==> config.mk <==
export PLATFORM = sky130hd
export DESIGN_NAME = simple8b_word_decoder_flat
export DESIGN_NICKNAME = d
export VERILOG_FILES = /design/src/s8b_pkg.sv /design/src/s8b_if.sv /design/src/simple8b_word_decoder.sv /design/src/s8b_front.sv /design/src/s8b_queue.sv /design/src/s8b_back.sv /design/src/flat_wrapper.sv
export SDC_FILE = /design/constraint.sdc
export NUM_CORES = 2
export LEC_CHECK = 0
export BUFFER_PORTS_ARGS = -buffer_cell sky130_fd_sc_hd__buf_4
export CORE_AREA = 4 4 335 337
export CTS_BUF_LIST = sky130_fd_sc_hd__clkbuf_8
export CTS_CLUSTER_SIZE = 30
export DETAILED_ROUTE_END_ITERATION = 10
export DIE_AREA = 0 0 339 341
export PLACE_DENSITY = 0.63
export SYNTH_ARGS = -nofsm -noshare
export SYNTH_HDL_FRONTEND = slang
export SYNTH_HIERARCHICAL = 1
export SYNTH_SLANG_ARGS = --single-unit
==> constraint.sdc <==
create_clock -name clk -period 9.1 [get_ports clk]
set_clock_uncertainty 0.2 [all_clocks]
set_input_delay 0.91 -clock clk [delete_from_list [all_inputs] [get_ports clk]]
set_output_delay 0.91 -clock clk [all_outputs]
set_load 0.01 [all_outputs]
==> src/s8b_pkg.sv <==
// ----------------------------------------------------------------------------
// s8b_pkg: shared types and constants of the Simple-8b word decoder
// Holds the selector tables, the queue entry layout and the element finish
// function that maps a raw item to an output value.
// ----------------------------------------------------------------------------
package s8b_pkg;

  localparam int VALUE_LANES  = 4;
  localparam int PAYLOAD_BITS = 60;
  localparam int VALUE_BITS   = 61;
  localparam int QUEUE_DEPTH  = 2;

  // Selectors that repeat the whole payload.
  localparam logic [3:0] SEL_RPT240 = 4'd0;
  localparam logic [3:0] SEL_RPT120 = 4'd1;

  // Element size codes.
  localparam logic [1:0] ESZ_8  = 2'd0;
  localparam logic [1:0] ESZ_16 = 2'd1;
  localparam logic [1:0] ESZ_32 = 2'd2;
  localparam logic [1:0] ESZ_64 = 2'd3;

  // Configuration register indexes.
  localparam logic [1:0] REG_SIGNED   = 2'd0;
  localparam logic [1:0] REG_ESIZE    = 2'd1;
  localparam logic [1:0] REG_EXPECTED = 2'd2;

  localparam logic [5:0] ITEM_BITS [16] = '{
    6'd0, 6'd0, 6'd1, 6'd2, 6'd3, 6'd4, 6'd5, 6'd6,
    6'd7, 6'd8, 6'd10, 6'd12, 6'd15, 6'd20, 6'd30, 6'd60
  };

  localparam logic [7:0] GROUP_LEN [16] = '{
    8'd240, 8'd120, 8'd60, 8'd30, 8'd20, 8'd15, 8'd12, 8'd10,
    8'd8, 8'd7, 8'd6, 8'd5, 8'd4, 8'd3, 8'd2, 8'd1
  };

  // One classified word, as it waits between front and back.
  typedef struct packed {
    logic [PAYLOAD_BITS-1:0]         payload;
    logic [7:0]                      group_len;
    logic [5:0]                      item_w;
    logic [7:0]                      step;
    logic [VALUE_LANES-1:0][5:0]     lane_sh;
    logic                            first;
  } s8b_entry_t;

  // Cut an item to the element width, then zigzag-decode and sign-extend
  // it when signed mode is on.
  function automatic logic [VALUE_BITS-1:0] finish_value(
    input logic [PAYLOAD_BITS-1:0] item,
    input logic                    sgn,
    input logic [1:0]              esize
  );
    logic [63:0] emask;
    logic [63:0] u;
    logic [63:0] z;
    logic        msb;
    case (esize)
      ESZ_8: begin
        emask = 64'h0000_0000_0000_00FF;
      end
      ESZ_16: begin
        emask = 64'h0000_0000_0000_FFFF;
      end
      ESZ_32: begin
        emask = 64'h0000_0000_FFFF_FFFF;
      end
      default: begin
        emask = '1;
      end
    endcase
    u = {4'b0, item} & emask;
    z = ((u >> 1) ^ {64{u[0]}}) & emask;
    case (esize)
      ESZ_8: begin
        msb = z[7];
      end
      ESZ_16: begin
        msb = z[15];
      end
      ESZ_32: begin
        msb = z[31];
      end
      default: begin
        msb = 1'b0;
      end
    endcase
    if (sgn) begin
      u = msb ? (z | ~emask) : z;
    end
    return u[VALUE_BITS-1:0];
  endfunction

endpackage

==> src/s8b_if.sv <==
// ----------------------------------------------------------------------------
// s8b_in_if / s8b_out_if: request channels of the Simple-8b word decoder
// Valid/ready channels carrying one packed word in and one beat of values out.
// ----------------------------------------------------------------------------
interface s8b_in_if;
  logic        valid;
  logic        ready;
  logic [63:0] packed_word;
  logic        first_word;

  modport source (output valid, output packed_word, output first_word, input ready);
  modport sink   (input valid, input packed_word, input first_word, output ready);
endinterface

interface s8b_out_if;
  logic               valid;
  logic               ready;
  logic signed [60:0] value_lane0;
  logic signed [60:0] value_lane1;
  logic signed [60:0] value_lane2;
  logic signed [60:0] value_lane3;
  logic [2:0]         lanes_used;
  logic               last_of_word;
  logic               count_overrun;

  modport source (output valid, output value_lane0, output value_lane1, output value_lane2,
                  output value_lane3, output lanes_used, output last_of_word,
                  output count_overrun, input ready);
  modport sink   (input valid, input value_lane0, input value_lane1, input value_lane2,
                  input value_lane3, input lanes_used, input last_of_word,
                  input count_overrun, output ready);
endinterface

==> src/simple8b_word_decoder.sv <==
// ----------------------------------------------------------------------------
// simple8b_word_decoder: Simple-8b packed word decoder
// Front classifier, two-entry word queue and beat sequencer with a
// registered output stage; configuration registers live here.
// ----------------------------------------------------------------------------
// A word with group length G leaves as ceil(G / L) beats, L being LANES held
// to 1..4, one beat per clock while the output side takes them; the beat
// sequencer adds a load step per word to take it from the queue. A selector 0
// word (240 values) thus takes 60 beats at four lanes. A word dropped because
// the expected count is already reached is popped and yields no beats.
// The queue holds two words, so the input keeps accepting while a word drains.
module simple8b_word_decoder
  import s8b_pkg::*;
#(
  parameter int LANES = 4
) (
  input  logic        clk,
  input  logic        rst_n,
  input  logic        cfg_we,
  input  logic [1:0]  cfg_index,
  input  logic [31:0] cfg_wdata,
  s8b_in_if.sink      in_ch,
  s8b_out_if.source   out_ch
);

  localparam int EFF_LANES = (LANES < 1) ? 1 : ((LANES > VALUE_LANES) ? VALUE_LANES : LANES);

  logic        signed_r;
  logic [1:0]  esize_r;
  logic [31:0] expected_r;

  logic        q_push;
  logic        q_pop;
  logic        q_full;
  logic        q_empty;
  s8b_entry_t  q_wdata;
  s8b_entry_t  q_rdata;

  always_ff @(posedge clk) begin
    if (!rst_n) begin
      signed_r   <= 1'b0;
      esize_r    <= ESZ_64;
      expected_r <= '0;
    end else if (cfg_we) begin
      case (cfg_index)
        REG_SIGNED: begin
          signed_r <= cfg_wdata[0];
        end
        REG_ESIZE: begin
          esize_r <= cfg_wdata[1:0];
        end
        REG_EXPECTED: begin
          expected_r <= cfg_wdata;
        end
        default: begin
        end
      endcase
    end
  end

  s8b_front #(
    .EFF_LANES (EFF_LANES)
  ) u_front (
    .in_ch   (in_ch),
    .q_full  (q_full),
    .q_push  (q_push),
    .q_wdata (q_wdata)
  );

  s8b_queue u_queue (
    .clk   (clk),
    .rst_n (rst_n),
    .push  (q_push),
    .wdata (q_wdata),
    .full  (q_full),
    .pop   (q_pop),
    .rdata (q_rdata),
    .empty (q_empty)
  );

  s8b_back #(
    .EFF_LANES (EFF_LANES)
  ) u_back (
    .clk               (clk),
    .rst_n             (rst_n),
    .signed_values     (signed_r),
    .element_size_code (esize_r),
    .expected_count    (expected_r),
    .q_empty           (q_empty),
    .q_rdata           (q_rdata),
    .q_pop             (q_pop),
    .out_ch            (out_ch)
  );

endmodule

==> src/s8b_front.sv <==
// ----------------------------------------------------------------------------
// s8b_front: word classifier
// Accepts packed words and turns the selector into the group length, item
// width, per-beat shift and per-lane extraction offsets for the back end.
// ----------------------------------------------------------------------------
module s8b_front
  import s8b_pkg::*;
#(
  parameter int EFF_LANES = 4
) (
  s8b_in_if.sink     in_ch,
  input  logic       q_full,
  output logic       q_push,
  output s8b_entry_t q_wdata
);

  logic [3:0] sel;
  logic       rpt;
  logic [5:0] w;
  int         sh;

  assign in_ch.ready = !q_full;
  assign q_push      = in_ch.valid && !q_full;

  always_comb begin
    sel = in_ch.packed_word[63:60];
    rpt = (sel <= SEL_RPT120);
    // Repeat words carry one 60-bit item that never moves.
    w   = rpt ? 6'(PAYLOAD_BITS) : ITEM_BITS[sel];
    q_wdata.payload   = in_ch.packed_word[PAYLOAD_BITS-1:0];
    q_wdata.group_len = GROUP_LEN[sel];
    q_wdata.item_w    = w;
    q_wdata.step      = rpt ? 8'd0 : 8'(EFF_LANES * int'(w));
    q_wdata.first     = in_ch.first_word;
    for (int k = 0; k < VALUE_LANES; k++) begin
      sh = PAYLOAD_BITS - (k + 1) * int'(w);
      q_wdata.lane_sh[k] = (rpt || sh < 0) ? 6'd0 : 6'(sh);
    end
  end

endmodule

==> src/s8b_queue.sv <==
// ----------------------------------------------------------------------------
// s8b_queue: short word queue
// Holds classified words between the front and the back so that each side
// can stall on its own.
// ----------------------------------------------------------------------------
module s8b_queue
  import s8b_pkg::*;
(
  input  logic       clk,
  input  logic       rst_n,
  input  logic       push,
  input  s8b_entry_t wdata,
  output logic       full,
  input  logic       pop,
  output s8b_entry_t rdata,
  output logic       empty
);

  localparam int PTR_W = (QUEUE_DEPTH > 1) ? $clog2(QUEUE_DEPTH) : 1;
  localparam int CNT_W = $clog2(QUEUE_DEPTH + 1);

  s8b_entry_t         ent_r [QUEUE_DEPTH];
  logic [PTR_W-1:0]   wr_ptr_r;
  logic [PTR_W-1:0]   rd_ptr_r;
  logic [CNT_W-1:0]   cnt_r;
  logic [CNT_W-1:0]   cnt_nxt;

  assign full  = (cnt_r == CNT_W'(QUEUE_DEPTH));
  assign empty = (cnt_r == '0);
  assign rdata = ent_r[rd_ptr_r];

  always_comb begin
    cnt_nxt = cnt_r;
    if (push && !pop) begin
      cnt_nxt = cnt_r + 1'b1;
    end else if (pop && !push) begin
      cnt_nxt = cnt_r - 1'b1;
    end
  end

  always_ff @(posedge clk) begin
    if (!rst_n) begin
      wr_ptr_r <= '0;
      rd_ptr_r <= '0;
      cnt_r    <= '0;
    end else begin
      cnt_r <= cnt_nxt;
      if (push) begin
        ent_r[wr_ptr_r] <= wdata;
        wr_ptr_r <= (wr_ptr_r == PTR_W'(QUEUE_DEPTH - 1)) ? '0 : wr_ptr_r + 1'b1;
      end
      if (pop) begin
        rd_ptr_r <= (rd_ptr_r == PTR_W'(QUEUE_DEPTH - 1)) ? '0 : rd_ptr_r + 1'b1;
      end
    end
  end

endmodule

==> src/s8b_back.sv <==
// ----------------------------------------------------------------------------
// s8b_back: beat sequencer
// Takes one classified word at a time, keeps the running value count and
// emits the word's values a beat at a time into a registered output stage.
// ----------------------------------------------------------------------------
module s8b_back
  import s8b_pkg::*;
#(
  parameter int EFF_LANES = 4
) (
  input  logic        clk,
  input  logic        rst_n,
  input  logic        signed_values,
  input  logic [1:0]  element_size_code,
  input  logic [31:0] expected_count,
  input  logic        q_empty,
  input  s8b_entry_t  q_rdata,
  output logic        q_pop,
  s8b_out_if.source   out_ch
);

  logic                          active_r;
  logic [PAYLOAD_BITS-1:0]       sr_r;
  logic [7:0]                    gl_r;
  logic [5:0]                    w_r;
  logic [7:0]                    step_r;
  logic [VALUE_LANES-1:0][5:0]   lane_sh_r;
  logic [7:0]                    done_r;
  logic [32:0]                   total_r;

  logic                          out_valid_r;
  logic [VALUE_BITS-1:0]         val_r [VALUE_LANES];
  logic [2:0]                    used_r;
  logic                          last_r;
  logic                          ovr_r;

  logic [32:0]                   total_eff;
  logic                          start;
  logic                          fire;
  logic [7:0]                    rem;
  logic [2:0]                    used;
  logic [7:0]                    done_nxt;
  logic [32:0]                   total_nxt;
  logic                          last;
  logic [PAYLOAD_BITS-1:0]       wmask;
  logic [VALUE_BITS-1:0]         val_nxt [VALUE_LANES];

  always_comb begin
    q_pop     = !active_r && !q_empty;
    total_eff = q_rdata.first ? '0 : total_r;
    // A word that arrives once the count is reached is dropped.
    start     = q_pop && (total_eff < {1'b0, expected_count});
    fire      = active_r && (!out_valid_r || out_ch.ready);
    rem       = gl_r - done_r;
    used      = (rem < 8'(EFF_LANES)) ? rem[2:0] : 3'(EFF_LANES);
    done_nxt  = done_r + 8'(used);
    total_nxt = total_r + 33'(used);
    last      = (done_nxt >= gl_r);
    wmask     = {PAYLOAD_BITS{1'b1}} >> (6'(PAYLOAD_BITS) - w_r);
    for (int k = 0; k < VALUE_LANES; k++) begin
      if (k < EFF_LANES && (int'(done_r) + k) < int'(gl_r)) begin
        val_nxt[k] = finish_value((sr_r >> lane_sh_r[k]) & wmask, signed_values,
                                  element_size_code);
      end else begin
        val_nxt[k] = '0;
      end
    end
  end

  always_ff @(posedge clk) begin
    if (!rst_n) begin
      active_r    <= 1'b0;
      out_valid_r <= 1'b0;
      total_r     <= '0;
    end else begin
      if (q_pop) begin
        total_r   <= total_eff;
        active_r  <= start;
        sr_r      <= q_rdata.payload;
        gl_r      <= q_rdata.group_len;
        w_r       <= q_rdata.item_w;
        step_r    <= q_rdata.step;
        lane_sh_r <= q_rdata.lane_sh;
        done_r    <= '0;
      end
      if (fire) begin
        out_valid_r <= 1'b1;
        val_r       <= val_nxt;
        used_r      <= used;
        last_r      <= last;
        ovr_r       <= (total_nxt > {1'b0, expected_count});
        sr_r        <= sr_r << step_r;
        done_r      <= done_nxt;
        total_r     <= total_nxt;
        if (last) begin
          active_r <= 1'b0;
        end
      end else if (out_ch.ready) begin
        out_valid_r <= 1'b0;
      end
    end
  end

  assign out_ch.valid         = out_valid_r;
  assign out_ch.value_lane0   = $signed(val_r[0]);
  assign out_ch.value_lane1   = $signed(val_r[1]);
  assign out_ch.value_lane2   = $signed(val_r[2]);
  assign out_ch.value_lane3   = $signed(val_r[3]);
  assign out_ch.lanes_used    = used_r;
  assign out_ch.last_of_word  = last_r;
  assign out_ch.count_overrun = ovr_r;

  a_pop_idle: assert property (@(posedge clk) disable iff (!rst_n)
    q_pop |-> !active_r)
    else $error("word taken from the queue while a word is in progress");

  a_lane_count: assert property (@(posedge clk) disable iff (!rst_n)
    fire |-> (used != 3'd0) && (int'(used) <= EFF_LANES))
    else $error("beat with an out-of-range lane count");

  a_done_bound: assert property (@(posedge clk) disable iff (!rst_n)
    active_r |-> (done_r < gl_r))
    else $error("active word has no values left");

  a_last_ends: assert property (@(posedge clk) disable iff (!rst_n)
    (fire && last) |=> !active_r && out_valid_r && last_r)
    else $error("final beat did not close the word");

endmodule

==> src/flat_wrapper.sv <==
// flat-port wrapper written by rule: the top's interface ports become plain ports
module simple8b_word_decoder_flat import s8b_pkg::*;
#(
  parameter int LANES = 4
)
  (clk, rst_n, cfg_we, cfg_index, cfg_wdata, in_ch_valid, in_ch_packed_word, in_ch_first_word, in_ch_ready, out_ch_valid, out_ch_value_lane0, out_ch_value_lane1, out_ch_value_lane2, out_ch_value_lane3, out_ch_lanes_used, out_ch_last_of_word, out_ch_count_overrun, out_ch_ready);
  s8b_in_if in_ch_i ();
  s8b_out_if out_ch_i ();
  input  logic clk;
  input  logic rst_n;
  input  logic cfg_we;
  input  logic [1:0] cfg_index;
  input  logic [31:0] cfg_wdata;
  input wire logic [$bits(in_ch_i.valid)-1:0] in_ch_valid;
  input wire logic [$bits(in_ch_i.packed_word)-1:0] in_ch_packed_word;
  input wire logic [$bits(in_ch_i.first_word)-1:0] in_ch_first_word;
  output wire logic [$bits(in_ch_i.ready)-1:0] in_ch_ready;
  output wire logic [$bits(out_ch_i.valid)-1:0] out_ch_valid;
  output wire logic [$bits(out_ch_i.value_lane0)-1:0] out_ch_value_lane0;
  output wire logic [$bits(out_ch_i.value_lane1)-1:0] out_ch_value_lane1;
  output wire logic [$bits(out_ch_i.value_lane2)-1:0] out_ch_value_lane2;
  output wire logic [$bits(out_ch_i.value_lane3)-1:0] out_ch_value_lane3;
  output wire logic [$bits(out_ch_i.lanes_used)-1:0] out_ch_lanes_used;
  output wire logic [$bits(out_ch_i.last_of_word)-1:0] out_ch_last_of_word;
  output wire logic [$bits(out_ch_i.count_overrun)-1:0] out_ch_count_overrun;
  input wire logic [$bits(out_ch_i.ready)-1:0] out_ch_ready;
  assign in_ch_i.valid = in_ch_valid;
  assign in_ch_i.packed_word = in_ch_packed_word;
  assign in_ch_i.first_word = in_ch_first_word;
  assign in_ch_ready = in_ch_i.ready;
  assign out_ch_valid = out_ch_i.valid;
  assign out_ch_value_lane0 = out_ch_i.value_lane0;
  assign out_ch_value_lane1 = out_ch_i.value_lane1;
  assign out_ch_value_lane2 = out_ch_i.value_lane2;
  assign out_ch_value_lane3 = out_ch_i.value_lane3;
  assign out_ch_lanes_used = out_ch_i.lanes_used;
  assign out_ch_last_of_word = out_ch_i.last_of_word;
  assign out_ch_count_overrun = out_ch_i.count_overrun;
  assign out_ch_i.ready = out_ch_ready;
  simple8b_word_decoder #(.LANES(LANES)) u_core (.clk(clk), .rst_n(rst_n), .cfg_we(cfg_we), .cfg_index(cfg_index), .cfg_wdata(cfg_wdata), .in_ch(in_ch_i), .out_ch(out_ch_i));
endmodule
==> flow_metrics.tcl <==
set metrics [dict create \
    worstSetupPathType "reg2reg" \
    hp-class "in2reg" \
    yosysSeqAreaShare_pct 34.7 \
    fp.dieW_um 339 \
    cts_tree "done" \
    critical_path.top_delay_family "compound AO/OA/AOI/OAI gates" \
    path_max_fanout 7 \
    drive_above_1_share_pct 25.3 \
    rows 121 \
    synth_top_flop_cell "edfxtp_1" \
    min_period_ns 7.09 \
    core_area_um2 109000 \
    start_util_pct 49.9 \
    synth.most_common_cell "edfxtp_1" \
    worst_pin_slew_ns 1.38 \
    max-vdd-ir-drop_uv 208 \
    clk_pin_slew_ns 0.06 \
    routabilityCongestion 1.08 \
    dieArea_um2 116000 \
    root_buffer "clkbuf_8" \
    first_pass_iters 9 \
    startpoint "u_core/u_back/done_r[1]" \
    cts_buffer_depth 3 \
    crit_path_start_kind "flip-flop" \
    grt_pass1_vias 42422 \
    critPathRequiredTime_ns 9.49 \
    synth_top_area_share_pct 31.9 \
    cts_setup_buffers 0 \
    r2r_start "u_core/u_back/done_r[1]" \
    synth_common_cells "edfxtp_1, nor2_1, nand2_1" \
    setup_viol 0 \
    wl_um 209000 \
    routedWlPerCell_um 30.7 \
    ctsResizeCount 0 \
    fin_nets 5542 \
    ctsHoldBuffers 0 \
    status "finished, final reports clean" \
    ant_nets 0 \
    port_buffers 354 \
    dp_slack_ns 2.06 \
    hpwl_um 152000 \
    synth_edf_count 577 \
    hold_viol 0 \
    ys.warnings.count 6 \
    crit_buf_inv 1 \
    fillerInstances 9705 \
    clock.fmax_mhz 141 \
    p_per_area_nw_per_um2 362 \
    cts_buffers 106 \
    yosys.area.top_type "edfxtp_1" \
    drt_iter0_markers 6252 \
    syn_area_um2 54300 \
    syn_to_final_growth_pct 9.09 \
    slew_headroom_pct 5.68 \
    cts.sinks 652 \
    arrival_ns 7.48 \
    total_leakage_power_nw 21.5 \
    worstHoldStart "in_ch_packed_word[54]" \
    fin_setup_tns_ns 0 \
    synth_cell_type_count 98 \
    clkLatencyLatePin_ns 0.85 \
    vias 45411 \
    netlist_instances 5255 \
    cp_slowest_stage_delay_ns 0.77 \
    antenna_found_initial 8 \
    grt_max_degree 172 \
    grt_usage_pct 34.9 \
    min_period_over_period_pct 77.9 \
    worst_slack_ns 2.01 \
    via_per_inst 6.68 \
    drv_cap 0 \
    ys_ff_latch 652 \
    syn_avg_cell_area_um2 10.3 \
    grt_pass1_wl_um 301000 \
    drc 0 \
    crit_path_end_kind "flip-flop" \
    synthTopCellsByArea "edfxtp_1, mux4_2, mux2_2" \
    die_height_um 341 \
    rsz0062_at_grt "no" \
    async_flop_share_pct 0 \
    worst_path_max_delay_cell "nor4_1" \
    num_io_pins 355 \
    htree_num_levels 3 \
    drv_slew 0 \
    globalRoute.totalOverflow 0 \
]
==> layout make-up <==
class / instances / area (µm²) / share of cell area, %
sequential: 652 / 18800 / 31.8
clock buffer: 116 / 1600 / 2.70
inverter: 117 / 458 / 0.773
multi-input combinational: 3905 / 32100 / 54.2
clock inverter: 78 / 557 / 0.940
tap: 1414 / 1770 / 2.99
timing repair buffer: 513 / 3860 / 6.52
antenna: 8 / 20.0 / 0.0338
==> cells in the final DEF (no fill, tap or decap), types with 28 or more instances in the layout <==
master	instances
a22o_1	39
o21ai_0	181
mux2_4	30
nand3_1	128
and2_1	35
a31oi_1	32
a22oi_1	29
o21a_1	29
and3_1	28
nor2b_1	80
mux4_2	314
a21o_1	37
nor3_1	136
nor2_1	521
edfxtp_1	577
clkbuf_8	116
inv_1	129
xnor2_1	242
nand2b_1	28
a211oi_1	234
dfxtp_1	73
mux2_2	283
o22ai_1	101
buf_4	512
ha_1	140
a21oi_1	183
nor4_1	28
xor2_1	60
mux2i_1	298
nand2_1	378
==> worst register-to-register path, cell delays in order (launching register included) <==
cell and delay, ns:
edfxtp_1 0.52, inv_1 0.22, fa_1 0.47, a21o_1 0.20
a21oi_1 0.25, o21ai_0 0.11, a2111oi_0 0.57, o221a_2 0.29
nand2_1 0.18, nor2_1 0.19, ha_1 0.21, fa_1 0.22
a21o_1 0.18, nand4_1 0.21, nor4_1 0.77, nand3_1 0.25
xnor2_1 0.19, ha_1 0.30, a21o_1 0.18, a21o_1 0.18
a21oi_1 0.16, nor2b_1 0.06, o21ai_0 0.15, o21ai_0 0.10
a2111oi_0 0.36, o21ai_0 0.15
==> metal layers <==
metal  part of all wire, %  vias up  GRT usage, %
li1                      -    19851             -
met4                   5.7        6          16.5
met2                    45     2888          54.4
met1                    39    22063          46.1
met5                 0.019        -             0
met3                    10      603          8.51
==> power breakdown <==
group / switching [W] / internal [W] / total [W]
clock: 0.00123 / 0.00136 / 0.00259
combinational: 0.00904 / 0.00534 / 0.0144
sequential: 0.000417 / 0.00406 / 0.00448
==> path summary, 6_finish.rpt <==
path / endpoint / slack [ns] / depth (start not counted)
max: u_core/u_back/out_ch.count_overrun / 2.01 / 25
min: u_core/u_queue/ent_r[0][101] / 0.04 / 1
max reg2reg: u_core/u_back/out_ch.count_overrun / 2.01 / 25
min reg2reg: u_core/expected_r[9] / 0.26 / 2
==> kinds of logic after synthesis <==
| kind of cell | count (synthesis) | share of synthesized area (%) |
|---|---|---|
| AO/OA/AOI/OAI | 1053 | 13.1 |
| XOR/XNOR | 302 | 4.87 |
| adder cells (fa/ha/maj) | 143 | 3.34 |
| buffers and inverters | 702 | 6.34 |
| flip-flops | 652 | 34.7 |
| multiplexers | 926 | 25.3 |
| other | 1 | 0.00691 |
| AND/OR/NAND/NOR | 1476 | 12.4 |
==> flip-flops by register name (all words and copies together), names as in the netlist, 2 cells and up, named ones only <==
signal / count
u_core/u_queue/ent_r: 214
u_core/u_back/out_ch.value_lane0: 61
u_core/u_back/out_ch.value_lane1: 61
u_core/u_back/out_ch.value_lane2: 61
u_core/u_back/out_ch.value_lane3: 61
u_core/u_back/sr_r: 60
u_core/u_back/total_r: 33
u_core/expected_r: 32
u_core/u_back/lane_sh_r: 24
u_core/u_back/done_r: 8
u_core/u_back/gl_r: 8
u_core/u_back/step_r: 8
u_core/u_back/w_r: 6
u_core/u_back/out_ch.lanes_used: 3
u_core/esize_r: 2
u_core/u_queue/cnt_r: 2
==> per-stage QoR <==
stage	instances	util (%)	power (W)	hold slack [ns]	area, µm²
after floorplan	5259	-	0.0139	0.235	54300
after global placement	6601	52.4	0.0183	0.245	57100
after detailed placement	6601	52.4	0.0183	0.248	57100
after CTS	6795	54.4	0.0210	0.00528	59200
after global routing	6799	54.4	0.0223	0.00494	59200
final	6803	54.4	0.0215	0.0450	59200
Note: power is estimated with default switching activity, not from simulation.
